### src/sv/cbg_ram.sv
// Generic simple dual-port RAM: one write port, one registered read port.
// No dependencies.
`timescale 1ns / 1ps
`default_nettype none
module cbg_ram #(
   parameter int WIDTH = 8,
   parameter int DEPTH = 16
) (
   input  wire                      clock,
   input  wire                      wr_en,
   input  wire [$clog2(DEPTH)-1:0]  wr_addr,
   input  wire [WIDTH-1:0]          wr_data,
   input  wire [$clog2(DEPTH)-1:0]  rd_addr,
   output logic [WIDTH-1:0]         rd_data
);

   logic [WIDTH-1:0] mem_ff [DEPTH];

   always_ff @(posedge clock) begin
      if (wr_en) begin
         mem_ff[wr_addr] <= wr_data;
      end
      rd_data <= mem_ff[rd_addr];
   end

endmodule
`default_nettype wire

### config.mk
export PLATFORM = sky130hd
export DESIGN_NAME = cbg_ram
export DESIGN_NICKNAME = d
export VERILOG_FILES = /design/src/sv/cbg_ram.sv
export SDC_FILE = /design/constraint.sdc
export NUM_CORES = 1
export LEC_CHECK = 0
export ABC_AREA = 1
export BUFFER_PORTS_ARGS = -buffer_cell sky130_fd_sc_hd__clkbuf_2
export CORE_MARGIN = 8
export CORE_UTILIZATION = 65
export DETAILED_ROUTE_END_ITERATION = 10
export PLACE_DENSITY = 0.84
export RECOVER_POWER = 100
export SETUP_SLACK_MARGIN = 0.4
export SYNTH_ARGS = -nofsm -noshare
export SYNTH_HDL_FRONTEND = slang
export SYNTH_SLANG_ARGS = --single-unit
### constraint.sdc
create_clock -name clock -period 2.8 [get_ports clock]
set_clock_uncertainty 0.05 [all_clocks]
set_input_delay 0.28 -clock clock [delete_from_list [all_inputs] [get_ports clock]]
set_output_delay 0.28 -clock clock [all_outputs]
set_load 0.02 [all_outputs]
==> impl_results.md <==
* Outcome: completed
* Number of fill cells at 551
* Fin nets at roughly 600
* GRT busiest layer: met2
* Worst Tran Pin Value at between 0.8 and 0.9 ns
* Critical Path Start Type: input port
* Post-cts resize count at 0
* Cell Rows at 34
* Starting density of the core at about two thirds
* Crit path DAT at between 2 and 2.5 ns
* DRC Markers at 0
* Critical path endpoint category: register
* Clock-pin slew on the worst setup and hold paths at 0.06 ns
* Global-route wire length before repair at 20,300 um
* Detailed-placement wirelength estimate at approximately 7700 um
* Max_slew headroom at between 40% and 50%
* CP Cell Sequence: clkbuf_1 -> inv_1 -> clkbuf_1 -> nand2_1 -> nand3_1 -> nand3_1 -> nand3_1 -> nand2_1
* Total global routing overflow at 0
* DRT Pass-1 Iters at 5
* GR Util met3 at 5.58%
* CP Launch Point: rd_addr[0]
* Ranking of synthesized cells by area: edfxtp_1 67%, nand2_1 11%, nand3_1 8.4%
* Final RePlAce weighted congestion at between 0.8 and 0.9
* Crit share post-route at between 60% and 70%
* H-tree Lvls at 4
* Cell at the slowest stage of the critical path: clkbuf_1
* CP endpoint: rd_data[7]$_DFF_P_
* Worst Path Required at between 3 and 4 ns
* Antenna violations before repair at 0
* Placement Cell Area at 0.00589 mm2
* Vias per cell at around 5.7
* # diodes at 0
* Sequential fraction of the synthesis area at between 60% and 70%
* Die Y at between 100 and 150 um
* Power Dens Cells at a little over 700 mW/mm2
* I/O pin total at 26
* Post-route cell area at 0.00641 mm2
* Fin crit period at ~1.9 ns
* CTS Buffer Depth at 2
* Total power draw at 4.59 mW
* FF-to-FF path depth at 6
* Routed wire length at approximately 13,000 um
* Final Max Tran Viols at 0
* CTS Hold Bufs at 0
* CP Depth at 8
* Placed insts at 664
* Final worst slack at 0.888 ns
* R2r setup slk at 1.63 ns
* Starting DRT DRC Count at 440
* FMAX at 523 MHz
* WHS at slightly above 0.1 ns
* Buffer count from post-CTS setup fixing at 0
* TNS Setup at 0 ns
* WL/cell at 18.2 um
* Avg Cell Area, Syn at 10.5 um2
* Total vias in the final route at between 3,000 and 4,000
* GRT met2 Usage at between 30% and 40%
* Total CTS buffers at 17
* CTS tree: built
* Syn Inst Count at around 550
* Remaining antenna violation count at 0
* Ys Warns at 0
* R2R Path Start: mem_ff[5][4]$_DFFE_PP_
* Die area at 0.0121 mm2
* Crit path max fanout at 27
* Critical path class: input port to register
* Flops & latches, synth at approximately 140
* Largest area contributor in the netlist: edfxtp_1
* Synth-to-layout area growth at 11.1%
* Top-area cell type share of the netlist area at around two thirds
* Fin. Hold Viols at 0
* Post-Layout Cell Count at 696
* VDD IR-drop max at just under 600 uV
* WP buf/inv at 3
* FF-to-FF End: rd_data[4]$_DFF_P_
* Worst skew pair latency at about 0.52 ns
* Syn Std Cell Area at between 0.005 and 0.006 mm2
* # setup viols final at 0
* CTS sink count at roughly 140
* RSZ-0062 raised after global routing: no
* Synthesized Nets at ~570
* Die W at ~110 um
* Delay-heaviest family, CP: buffers and inverters
* Distinct cells, synth at 12
* Slowest stage delay, CP at about 0.66 ns
* Share of layout cells above drive strength 1 at 6.63%
* Core Area at 0.00868 mm2
* LEAKAGE at ~2.7 nW
* DP Worst Slack at just over 1 ns
* Crit path top cell by count: nand3_1
* Hold crit path type: input port to register
* Max-cap violation count at 0
* Largest net degree at the start of global routing at 65
* Vias in the first global route at ~4,000
* Clk root buf: clkbuf_8
* Met1 usage in global routing at 28.6%
* PortBufs at 25
* Finished Core Util at approximately three quarters
* Gr usage total at approximately 23%
cells in the mapped netlist:
master,instances
nand2_1,173
edfxtp_1,128
inv_1,100
nand3_1,97
nor2_1,17
buf_2,13
dfxtp_1,8
buf_6,6
buf_4,4
inv_2,2
nand3b_1,2
buf_1,1
area by class of cell:
type	instances	area [um2]	share of cell area (%)
Clock buffer	19	422	6.58
Tap cell	108	135	2.11
Timing Repair Buffer	29	126	1.97
Sequential cell	136	4000	62.5
Clock inverter	13	124	1.93
Inverter	102	383	5.98
Multi-Input combinational cell	289	1210	18.9
tightest hold or removal path, stage by stage:
cell	delay [ns]
clkbuf_2	0.17
nand3_1	0.12
nand2_1	0.04
metal layers:
| layer | routed length [um] | up-vias |
|---|---|---|
| met2 | 6340 | 262 |
| met3 | 1240 | 27 |
| li1 | - | 1819 |
| met1 | 4740 | 1844 |
| met4 | 341 | 0 |
| met5 | 0 | - |
state kept, by name, summed over array words and instances, names as in the netlist:
| signal | flops |
|---|---|
| rd_data | 8 |
| mem_ff | 128 |
power breakdown:
part	switching (mW)	internal [mW]	leakage, nW	total, mW
registers	0.0143	2.28	1.22	2.29
clock network	0.833	1.19	0.259	2.02
logic	0.209	0.0668	1.25	0.276
total	1.06	3.53	2.74	4.59
cells in the final DEF, fill, tap and decap left out, types with 3 or more instances in the layout:
master	count
nand2_1	173
edfxtp_1	128
inv_1	101
nand3_1	97
clkbuf_1	23
nor2_1	17
clkbuf_16	16
dfxtp_1	8
clkbuf_2	5
clkinv_4	4
inv_6	3
clkinvlp_4	3
buf_4	3
logic make-up (layout without fill, tap and decap cells):
group	count (synthesis)	in the layout	share of synthesized area, %
buffers and inverters	126	163	9.52
and+or+nand+nor	289	289	21.0
DFF	136	136	69.4
worst min path at each step:
stage | from | to | cells after the start
floorplan | wr_data[0] | mem_ff[0][0]$_DFFE_PP_ | 0
global placement | mem_ff[12][2]$_DFFE_PP_ | rd_data[2]$_DFF_P_ | 6
detailed placement | rd_addr[3] | rd_data[6]$_DFF_P_ | 3
CTS | rd_addr[3] | rd_data[2]$_DFF_P_ | 3
global route | rd_addr[3] | rd_data[6]$_DFF_P_ | 3
finish | rd_addr[3] | rd_data[2]$_DFF_P_ | 3
Note: power is estimated with default switching activity, not from simulation.
