<file path="config.mk">
export PLATFORM = sky130hd
export DESIGN_NAME = cbg_scan
export DESIGN_NICKNAME = d
export VERILOG_FILES = /design/src/sv/cbg_pkg.sv /design/src/sv/cbg_ram.sv /design/src/sv/cbg_scan.sv
export SDC_FILE = /design/constraint.sdc
export NUM_CORES = 1
export LEC_CHECK = 0
export ABC_CLOCK_PERIOD_IN_PS = 4200
export BUFFER_PORTS_ARGS = -buffer_cell sky130_fd_sc_hd__buf_2
export CORE_ASPECT_RATIO = 1.4
export CORE_UTILIZATION = 45
export DETAILED_ROUTE_END_ITERATION = 16
export SLEW_MARGIN = 10
export SYNTH_ARGS = -nofsm -noshare
export SYNTH_HDL_FRONTEND = slang
export SYNTH_SLANG_ARGS = --single-unit
</file>
<file path="constraint.sdc">
create_clock -name clock -period 4.2 [get_ports clock]
set_input_delay 0.84 -clock clock [delete_from_list [all_inputs] [get_ports clock]]
set_output_delay 0.84 -clock clock [all_outputs]
set_load 0.005 [all_outputs]
</file>
<file path="src/sv/cbg_pkg.sv">
// Shared types and constants for the cubic bridgeless graph checker.
// No dependencies; imported by cbg_scan and the top level.
`timescale 1ns / 1ps
`default_nettype none
package cbg_pkg;

   localparam int VERTEX_SLOTS   = 64;   // one row per 6-bit vertex id
   localparam int VID_W          = 6;
   localparam int COUNT_W        = 7;
   localparam int TOTAL_W        = 11;
   localparam int EDGE_W         = 2 * VID_W;
   localparam int CUBIC_DEGREE   = 3;
   localparam int DEGREE_CAP     = 4;
   localparam int DEF_MAX_VERTICES = 64;
   localparam int DEF_MAX_EDGES  = 96;

   localparam logic [2:0] ST_OK           = 3'd0;
   localparam logic [2:0] ST_EMPTY        = 3'd1;
   localparam logic [2:0] ST_NOT_SIMPLE   = 3'd2;
   localparam logic [2:0] ST_NOT_CUBIC    = 3'd3;
   localparam logic [2:0] ST_DISCONNECTED = 3'd4;
   localparam logic [2:0] ST_BRIDGE       = 3'd5;

   // start command for the edge scan unit
   typedef struct packed {
      logic             start;
      logic [VID_W-1:0] key;
      logic             omit_en;
   } cbg_scan_cmd_type;

   // per-cycle result of the edge scan unit
   typedef struct packed {
      logic             hit;
      logic             done;
      logic [VID_W-1:0] other;
   } cbg_scan_hit_type;

endpackage
`default_nettype wire

</file>
<file path="src/sv/cbg_ram.sv">
// Generic simple dual-port RAM: one write port, one registered read port.
// No dependencies.
`timescale 1ns / 1ps
`default_nettype none
module cbg_ram #(
   parameter int WIDTH = 8,
   parameter int DEPTH = 16
) (
   input  wire                      clock,
   input  wire                      wr_en,
   input  wire [$clog2(DEPTH)-1:0]  wr_addr,
   input  wire [WIDTH-1:0]          wr_data,
   input  wire [$clog2(DEPTH)-1:0]  rd_addr,
   output logic [WIDTH-1:0]         rd_data
);

   logic [WIDTH-1:0] mem_ff [DEPTH];

   always_ff @(posedge clock) begin
      if (wr_en) begin
         mem_ff[wr_addr] <= wr_data;
      end
      rd_data <= mem_ff[rd_addr];
   end

endmodule
`default_nettype wire

</file>
<file path="src/sv/cbg_scan.sv">
// Edge scan unit: holds the edge store and sweeps it one word a cycle,
// flagging edges incident to a key vertex. Depends on cbg_pkg and cbg_ram.
`timescale 1ns / 1ps
`default_nettype none
module cbg_scan #(
   parameter int MAX_EDGES = cbg_pkg::DEF_MAX_EDGES
) (
   input  wire                                clock,
   input  wire                                reset,
   input  wire                                store_en,
   input  wire [$clog2(MAX_EDGES)-1:0]        store_addr,
   input  wire [cbg_pkg::EDGE_W-1:0]          store_data,
   input  wire [$clog2(MAX_EDGES+1)-1:0]      edge_count,
   input  wire [$clog2(MAX_EDGES+1)-1:0]      omit_index,
   input  cbg_pkg::cbg_scan_cmd_type          cmd,
   output cbg_pkg::cbg_scan_hit_type          res
);
   import cbg_pkg::*;

   localparam int AW = $clog2(MAX_EDGES);
   localparam int EW = $clog2(MAX_EDGES + 1);

   logic             busy_ff, busy_in;
   logic [EW-1:0]    idx_ff, idx_in;
   logic [EW-1:0]    total_ff, total_in;
   logic [EW-1:0]    omit_ff, omit_in;
   logic             omit_en_ff, omit_en_in;
   logic [VID_W-1:0] key_ff, key_in;
   logic             vld_ff, vld_in;
   logic             last_ff, last_in;
   logic [EW-1:0]    vidx_ff, vidx_in;
   logic             empty_ff, empty_in;
   logic [EDGE_W-1:0] rd_data;
   logic [VID_W-1:0] end_a, end_b;

   cbg_ram #(.WIDTH(EDGE_W), .DEPTH(MAX_EDGES)) u_edges (
      .clock   (clock),
      .wr_en   (store_en),
      .wr_addr (store_addr),
      .wr_data (store_data),
      .rd_addr (idx_ff[AW-1:0]),
      .rd_data (rd_data)
   );

   always_comb begin
      busy_in    = busy_ff;
      idx_in     = idx_ff;
      total_in   = total_ff;
      omit_in    = omit_ff;
      omit_en_in = omit_en_ff;
      key_in     = key_ff;
      vld_in     = 1'b0;
      last_in    = 1'b0;
      vidx_in    = idx_ff;
      empty_in   = 1'b0;
      if (cmd.start) begin
         idx_in     = '0;
         total_in   = edge_count;
         omit_in    = omit_index;
         omit_en_in = cmd.omit_en;
         key_in     = cmd.key;
         busy_in    = (edge_count != '0);
         empty_in   = (edge_count == '0);
      end else if (busy_ff) begin
         // issue one edge word a cycle; its data lands next cycle
         vld_in  = 1'b1;
         last_in = (idx_ff == total_ff - 1'b1);
         idx_in  = idx_ff + 1'b1;
         if (last_in) begin
            busy_in = 1'b0;
         end
      end
   end

   always_ff @(posedge clock) begin
      if (reset) begin
         busy_ff  <= 1'b0;
         vld_ff   <= 1'b0;
         last_ff  <= 1'b0;
         empty_ff <= 1'b0;
      end else begin
         busy_ff  <= busy_in;
         vld_ff   <= vld_in;
         last_ff  <= last_in;
         empty_ff <= empty_in;
      end
      idx_ff     <= idx_in;
      total_ff   <= total_in;
      omit_ff    <= omit_in;
      omit_en_ff <= omit_en_in;
      key_ff     <= key_in;
      vidx_ff    <= vidx_in;
   end

   assign end_a = rd_data[EDGE_W-1:VID_W];
   assign end_b = rd_data[VID_W-1:0];

   always_comb begin
      res.hit   = vld_ff && !(omit_en_ff && (vidx_ff == omit_ff))
                  && ((end_a == key_ff) || (end_b == key_ff));
      res.other = (end_b == key_ff) ? end_a : end_b;
      res.done  = (vld_ff && last_ff) || empty_ff;
   end

endmodule
`default_nettype wire

</file>
==> run metrics, run 1 <==
status complete, but fails checks; failing checks DRC; Sw Pwr about 5.2 mW; Root Buffer Master clkbuf_16; critical path's top delay family compound AO/OA/AOI/OAI gates; clock power share approximately two fifths; Rel. slew slack slightly below 20%; Int Pwr between 15 and 20 mW; Nets 2410; clock sinks 1203; worst path cell trace buf_4 -> mux4_2 -> a22o_1 -> a2111oi_0 -> a2111oi_0 -> buf_4 -> a211o_1; Seq pwr share 54.2%; dpl cell area about 49000 um^2; Final Hold Viols 0; DIE WIDTH approximately 270 um; leading area contributor after synthesis edfxtp_1; number of synthesized flops with an enable pin 1173; Non-Filler Cell Area, Final 52700 um^2; worst skew pair latency 720 ps; min Tclk post-route around 3500 ps; Core Area between 100000 and 150000 um^2; Hold Buf Count CTS 0; first drt pass iteration count 13; crit path max fanout 31; Max Freq approximately 0.28 GHz; Setup crit start idx_ff[0]; FILL cells 7869; Top-Level Pins 52; Clock Path Buffers 3; CTS tree yes; RR Startpoint idx_ff[0]; Seq cells post-synth ~1200; Synth Cell Area around 46000 um^2; WL/cell 30.4 um; Startpoint Class register; Setup CP Type reg -> reg; Buf+Inv Stages, Crit Path 2; post-CTS sizing 0; ANT nets after route 0; vias in the first global route about 23000; Synth top cells by count edfxtp_1, mux4_2, nor2_1; vias per cell slightly below 6; Worst Setup End Kind register; Setup Fix Bufs, Post-CTS 0; Layout Skew 22.4 ps; unrepaired setup endpoints after global routing false; Reg area between 30000 and 40000 um^2; global-route wire length before repair ~170000 um; Die Y 382 um; peak supply drop 345 uV; aggregate global-route resource usage between 20% and 30%; initial antenna violation count 8; Leak 16.2 nW; worst slew pin tran 1210 ps; IO buf count roughly 50; area of the multi-input gates 9950 um^2; Synth Instances about 2200; final hold slack 301 ps; H-tree level count 3; post-synth cell types 54; synth-to-layout area growth 13.4%; Final Util around half; vias approximately 23000; Starting DRT DRC Count 2261; GPL Wtd Cong between 0.8 and 0.9; hpwl dp approximately 70000 um; largest net degree at the start of global routing 97; Final period util between 80 and 90%; Worst-path clk slew roughly 70 ps; total of max-cap violations 0; worst hold path class in -> reg; starting density of the core a little under half; slowest CP cell dfxtp_4; final wirelength between 100000 and 150000 um; Setup Viol. Count Final 0; dominant synthesized flop cell edfxtp_1; number of buffers created by CTS approximately 110; Mapped Avg Cell Area between 20 and 25 um^2; Switching Share between 20% and 30%; critical path required time between 4000 and 5000 ps; Synth async-reset ratio 0%; largest cells by area after synthesis edfxtp_1, mux4_2, mux2i_1; crit path DAT about 4100 ps; share of post-route cells with drive strength above 1 ~28%; Synth top area share 75.8%; Cell Rows between 100 and 150; Syn. warnings 0; hold path start omit_index[0]; Logic pwr share approximately 4.6%; slowest stage delay, CP between 700 and 800 ps; sequential area share after synthesis between 70% and 80%; total grt overflow 0; die area about 100000 um^2; most numerous cell in the Yosys netlist edfxtp_1; Power Density roughly 470 nW/um^2; Mapped Nets roughly 2200; post-route setup TNS 0 ps; DRC viols 4; Tot Pwr between 20 and 25 mW; Final Max Slew Viols 0
[logic make-up (layout without fill, tap and decap cells)]
kind of cell             Yosys count  in the layout  share of synthesized area, %
AO/OA/AOI/OAI                    186            186                          3.04
flip-flops                      1203           1203                          77.1
adder cells (fa/ha/maj)            2              2                        0.0539
buffers and inverters            120            426                          1.56
XOR/XNOR                          33             33                         0.622
other                              0              1                             0
multiplexers                     375            375                          15.2
AND/OR/NAND/NOR                  236            236                          2.41
[through the flow]
stage | instances | worst slack [ps]
global placement | 3589 | 688
detailed placement | 3589 | 724
finish | 3801 | 672
global route | 3800 | 499
floorplan | 2155 | 1570
CTS | 3800 | 704
[power by group through the flow]
stage	logic [mW]	registers, mW	clock network [mW]
2_1_floorplan	0.702	13.5	0
5_1_grt	1.19	13.3	10.7
3_5_place_dp	1.15	13.6	0
3_3_place_gp	1.12	13.6	0
4_1_cts	1.15	13.3	10.3
6_report	1.13	13.3	10.1
[path summary, 6_finish.rpt]
path	to	slack (ps)	depth (start not counted)
worst max-delay path	u_edges.rd_data[3]	670	7
worst min-delay path	omit_ff[0]	300	1
worst max register to register	u_edges.rd_data[3]	670	7
worst min register to register	vidx_ff[4]	450	0
[worst reg2reg max path: cells and delay by family, from the launching register on]
kind / cells / cell delay [ps]
DFF: 1 / 730
muxes: 1 / 580
buffers and inverters: 2 / 800
AOI/OAI and AO/OA: 4 / 1330
[cell usage in the layout, fill, tap and decap left out, drive strengths merged, types with 5 or more instances in the layout]
cell type,netlist,layout
clkbuf,29,133
a22o,24,24
xor2,10,10
o221ai,29,29
a22oi,26,26
edfxtp,1173,1173
a2111oi,8,8
a211oi,20,20
o21ai,5,5
a211o,9,9
mux2,29,29
inv,5,10
a221oi,9,9
dfxtp,30,30
nand4,9,9
nor2b,13,13
a21oi,27,27
clkinv,1,60
nor3,14,14
buf,85,209
mux4,258,258
nor2,103,103
nand3b,7,7
mux2i,88,88
xnor2,23,23
nand2,34,34
bufinv,0,12
o22ai,12,12
nand3,30,30
[layer usage]
| layer | GRT usage (%) | share of wire (%) |
|---|---|---|
| met2 | 38.8 | 52 |
| met4 | 8.40 | 3.6 |
| met1 | 28.5 | 39 |
| met5 | 0 | 0.045 |
| met3 | 3.54 | 5.7 |
[state kept, by name, indices dropped and copies added (netlist names), 6 cells and up]
register	count
vidx_ff	7
key_ff	6
omit_ff	7
u_edges.mem_ff	1152
total_ff	7
idx_ff	7
u_edges.rd_data	12
[final cells by class]
type | instances | area share [%]
timing repair buffer | 209 | 2.96
sequential | 1203 | 68.0
antenna | 1 | 0.00475
multi-input combinational | 832 | 18.9
tap | 1339 | 3.18
clock inverter | 78 | 1.38
inverter | 6 | 0.0427
clock buffer | 133 | 5.53
Power figures use the tool's default switching activity.
==> inputs of run 2 (changes only) <==
Settings changed: ABC_AREA set to 1, ABC_CLOCK_PERIOD_IN_PS 4200 to 3400.
Clock period 4.2 ns to 3.4 ns, I/O delays scaled along.
==> run metrics, run 2 <==
largest cells by area after synthesis edfxtp_1, nand2_1, nand3_1; Nets 4673; hold path depth 1; Rel. slew slack 22.5%; worst r2r path cells 15; worst path cell trace inv_1 -> nor2_1 -> nor4_1 -> nand3_1 -> o21ai_0 -> buf_2; R2R Setup Slk between 700 and 800 ps; DIE WIDTH 284 um; slowest stage delay, CP between 400 and 500 ps; Worst-path clk slew roughly 60 ps; Crit path depth 6; Synth top area share between 70% and 80%; leading area contributor after synthesis edfxtp_1; sequential area share after synthesis 71.3%; starting density of the core between 40% and 50%; Seq cells post-synth between 1000 and 1500; hpwl dp roughly 79000 um; dpl cell area ~53000 um^2; ANT nets after route 0; RR Startpoint idx_ff[0]; unrepaired setup endpoints after global routing false; most common cell after layout, fill and taps aside edfxtp_1; largest net degree at the start of global routing 140; clock sinks roughly 1200; DRC viols 0; die area approximately 110000 um^2; Non-Filler Cell Area, Final approximately 56000 um^2; initial antenna violation count 3; Placed Cells about 6000; peak supply drop 431 uV; post-synth cell types 38; M3 GR Usage roughly 2.8%; Starting DRT DRC Count between 3000 and 4000; CTS tree yes; Layout Skew between 30 and 40 ps; Mapped Nets ~4600; gr busiest metal met2; critical path's top delay family simple AND/OR/NAND/NOR gates; worst skew pair latency slightly above 700 ps; Synth Cell Area around 50000 um^2; GR Util met2 40.8%; max FFs per register 1152; Max Freq 0.312 GHz; number of buffers created by CTS 109; slowest CP cell edfxtp_1; vias per cell approximately 5.3; post-CTS sizing 0; GPL Wtd Cong approximately 0.88; worst hold path class in -> reg; Die Y between 300 and 400 um; Tot Pwr 30.9 mW; IO buf count between 50 and 60; total grt overflow 0; Setup Fix Bufs, Post-CTS 0; dominant synthesized flop cell edfxtp_1; post-route setup TNS 0 ps; first drt pass iteration count 6; synth-to-layout area growth 11.9%; Mapped Avg Cell Area approximately 11 um^2; Buf+Inv Stages, Crit Path 2; Final Max Slew Viols 0; Synth top cells by count edfxtp_1, nand2_1, nor2_1; crit path max fanout 13; Worst Setup End Kind output pin; Synth Instances roughly 4500; number of synthesized flops with an enable pin about 1200; vias in the first global route about 32000; Final period util 94.2%; hold path start cmd[4]; most numerous cell in the Yosys netlist edfxtp_1; crit path DAT 2520 ps; end of the worst hold path key_ff[3]; grt met1 use between 20 and 30%; Final WS setup between 150 and 200 ps; Root Buffer Master clkbuf_16; Setup Viol. Count Final 0; Hold Buf Count CTS 0; Syn. warnings 0; final wirelength approximately 130000 um; Synth async-reset ratio 0%; largest registers u_edges.mem_ff (1152), u_edges.rd_data (12); Top-Level Pins between 50 and 60; global-route wire length before repair 199000 um; aggregate global-route resource usage between 20% and 30%; worst slack, placed 563 ps; final hold slack roughly 130 ps; Final Util between 50 and 60%; H-tree level count 3; post-route insts no fill a little over 6000; largest register by flop count u_edges.mem_ff; Leak roughly 21 nW; critical path required time roughly 2700 ps; status finished, final reports clean; Power Density roughly 550 nW/um^2; Cell Rows 144; Core Area roughly 110000 um^2; Final Hold Viols 0; worst r2r dst u_edges.rd_data[2]; Startpoint Class register; Setup CP Type reg -> out; total of max-cap violations 0; vias 32643; share of post-route cells with drive strength above 1 8.44%; WL/cell roughly 22 um; Clock Path Buffers 3; worst slew pin tran between 1000 and 1500 ps; min Tclk post-route between 3000 and 4000 ps; highest-count cells in the layout ignoring fill and taps edfxtp_1, nand2_1, nor2_1, nand3_1, inv_1
run 2: where the power goes:
| part | internal, mW | total (mW) | switching, mW |
|---|---|---|---|
| Combinational | 0.605 | 2.29 | 1.68 |
| Clock | 6.86 | 12.2 | 5.32 |
| Sequential | 16.4 | 16.4 | 0.0706 |
| Total | 23.8 | 30.9 | 7.07 |
run 2: logic make-up after synthesis:
kind of cell	after synthesis	share of synthesized area, %
AND/OR/NAND/NOR	2229	18.0
AO/OA/AOI/OAI	414	4.46
adder cells (fa/ha/maj)	2	0.0498
XOR/XNOR	18	0.344
buffers and inverters	666	5.80
flip-flops	1203	71.3
run 2: worst max path at each step:
stage	end	from	slack [ps]
4_1_cts	res[1]	key_ff[2]	170
3_3_place_gp	u_edges.mem_ff[24][0]	store_addr[1]	560
3_5_place_dp	u_edges.mem_ff[24][4]	store_addr[1]	560
6_report	res[1]	key_ff[2]	200
2_1_floorplan	u_edges.mem_ff[43][0]	store_en	1250
5_1_grt	res[1]	key_ff[2]	10
run 2: metal layers:
layer,share of wire [%],vias to the layer above
met5,0,-
met4,4.2,0
met2,50,1083
li1,-,15443
met1,40,15891
met3,5.4,226
run 2: cell type report:
cell class | instances | area [um^2]
clock inverters | 59 | 573
multi-input cells | 2663 | 11500
clock buffers | 139 | 2910
diodes | 2 | 5.00
inverters | 425 | 1620
fillers | 9675 | 54100
well taps | 1460 | 1830
flip-flops and latches | 1203 | 35800
repair buffers | 225 | 1920
run 2: worst reg2reg max path, stage by stage (launching register included):
cell and delay, ps:
dfxtp_4 480, inv_16 380, buf_12 440, nand2_1 150, nand3_1 80, nand2_1 80, nand2_1 60, nand2_1 80
inv_1 60, nand2_1 100, nand2_1 80, nand2_1 70, inv_1 180, nand2_1 110, nand2_1 80, nand2_1 70
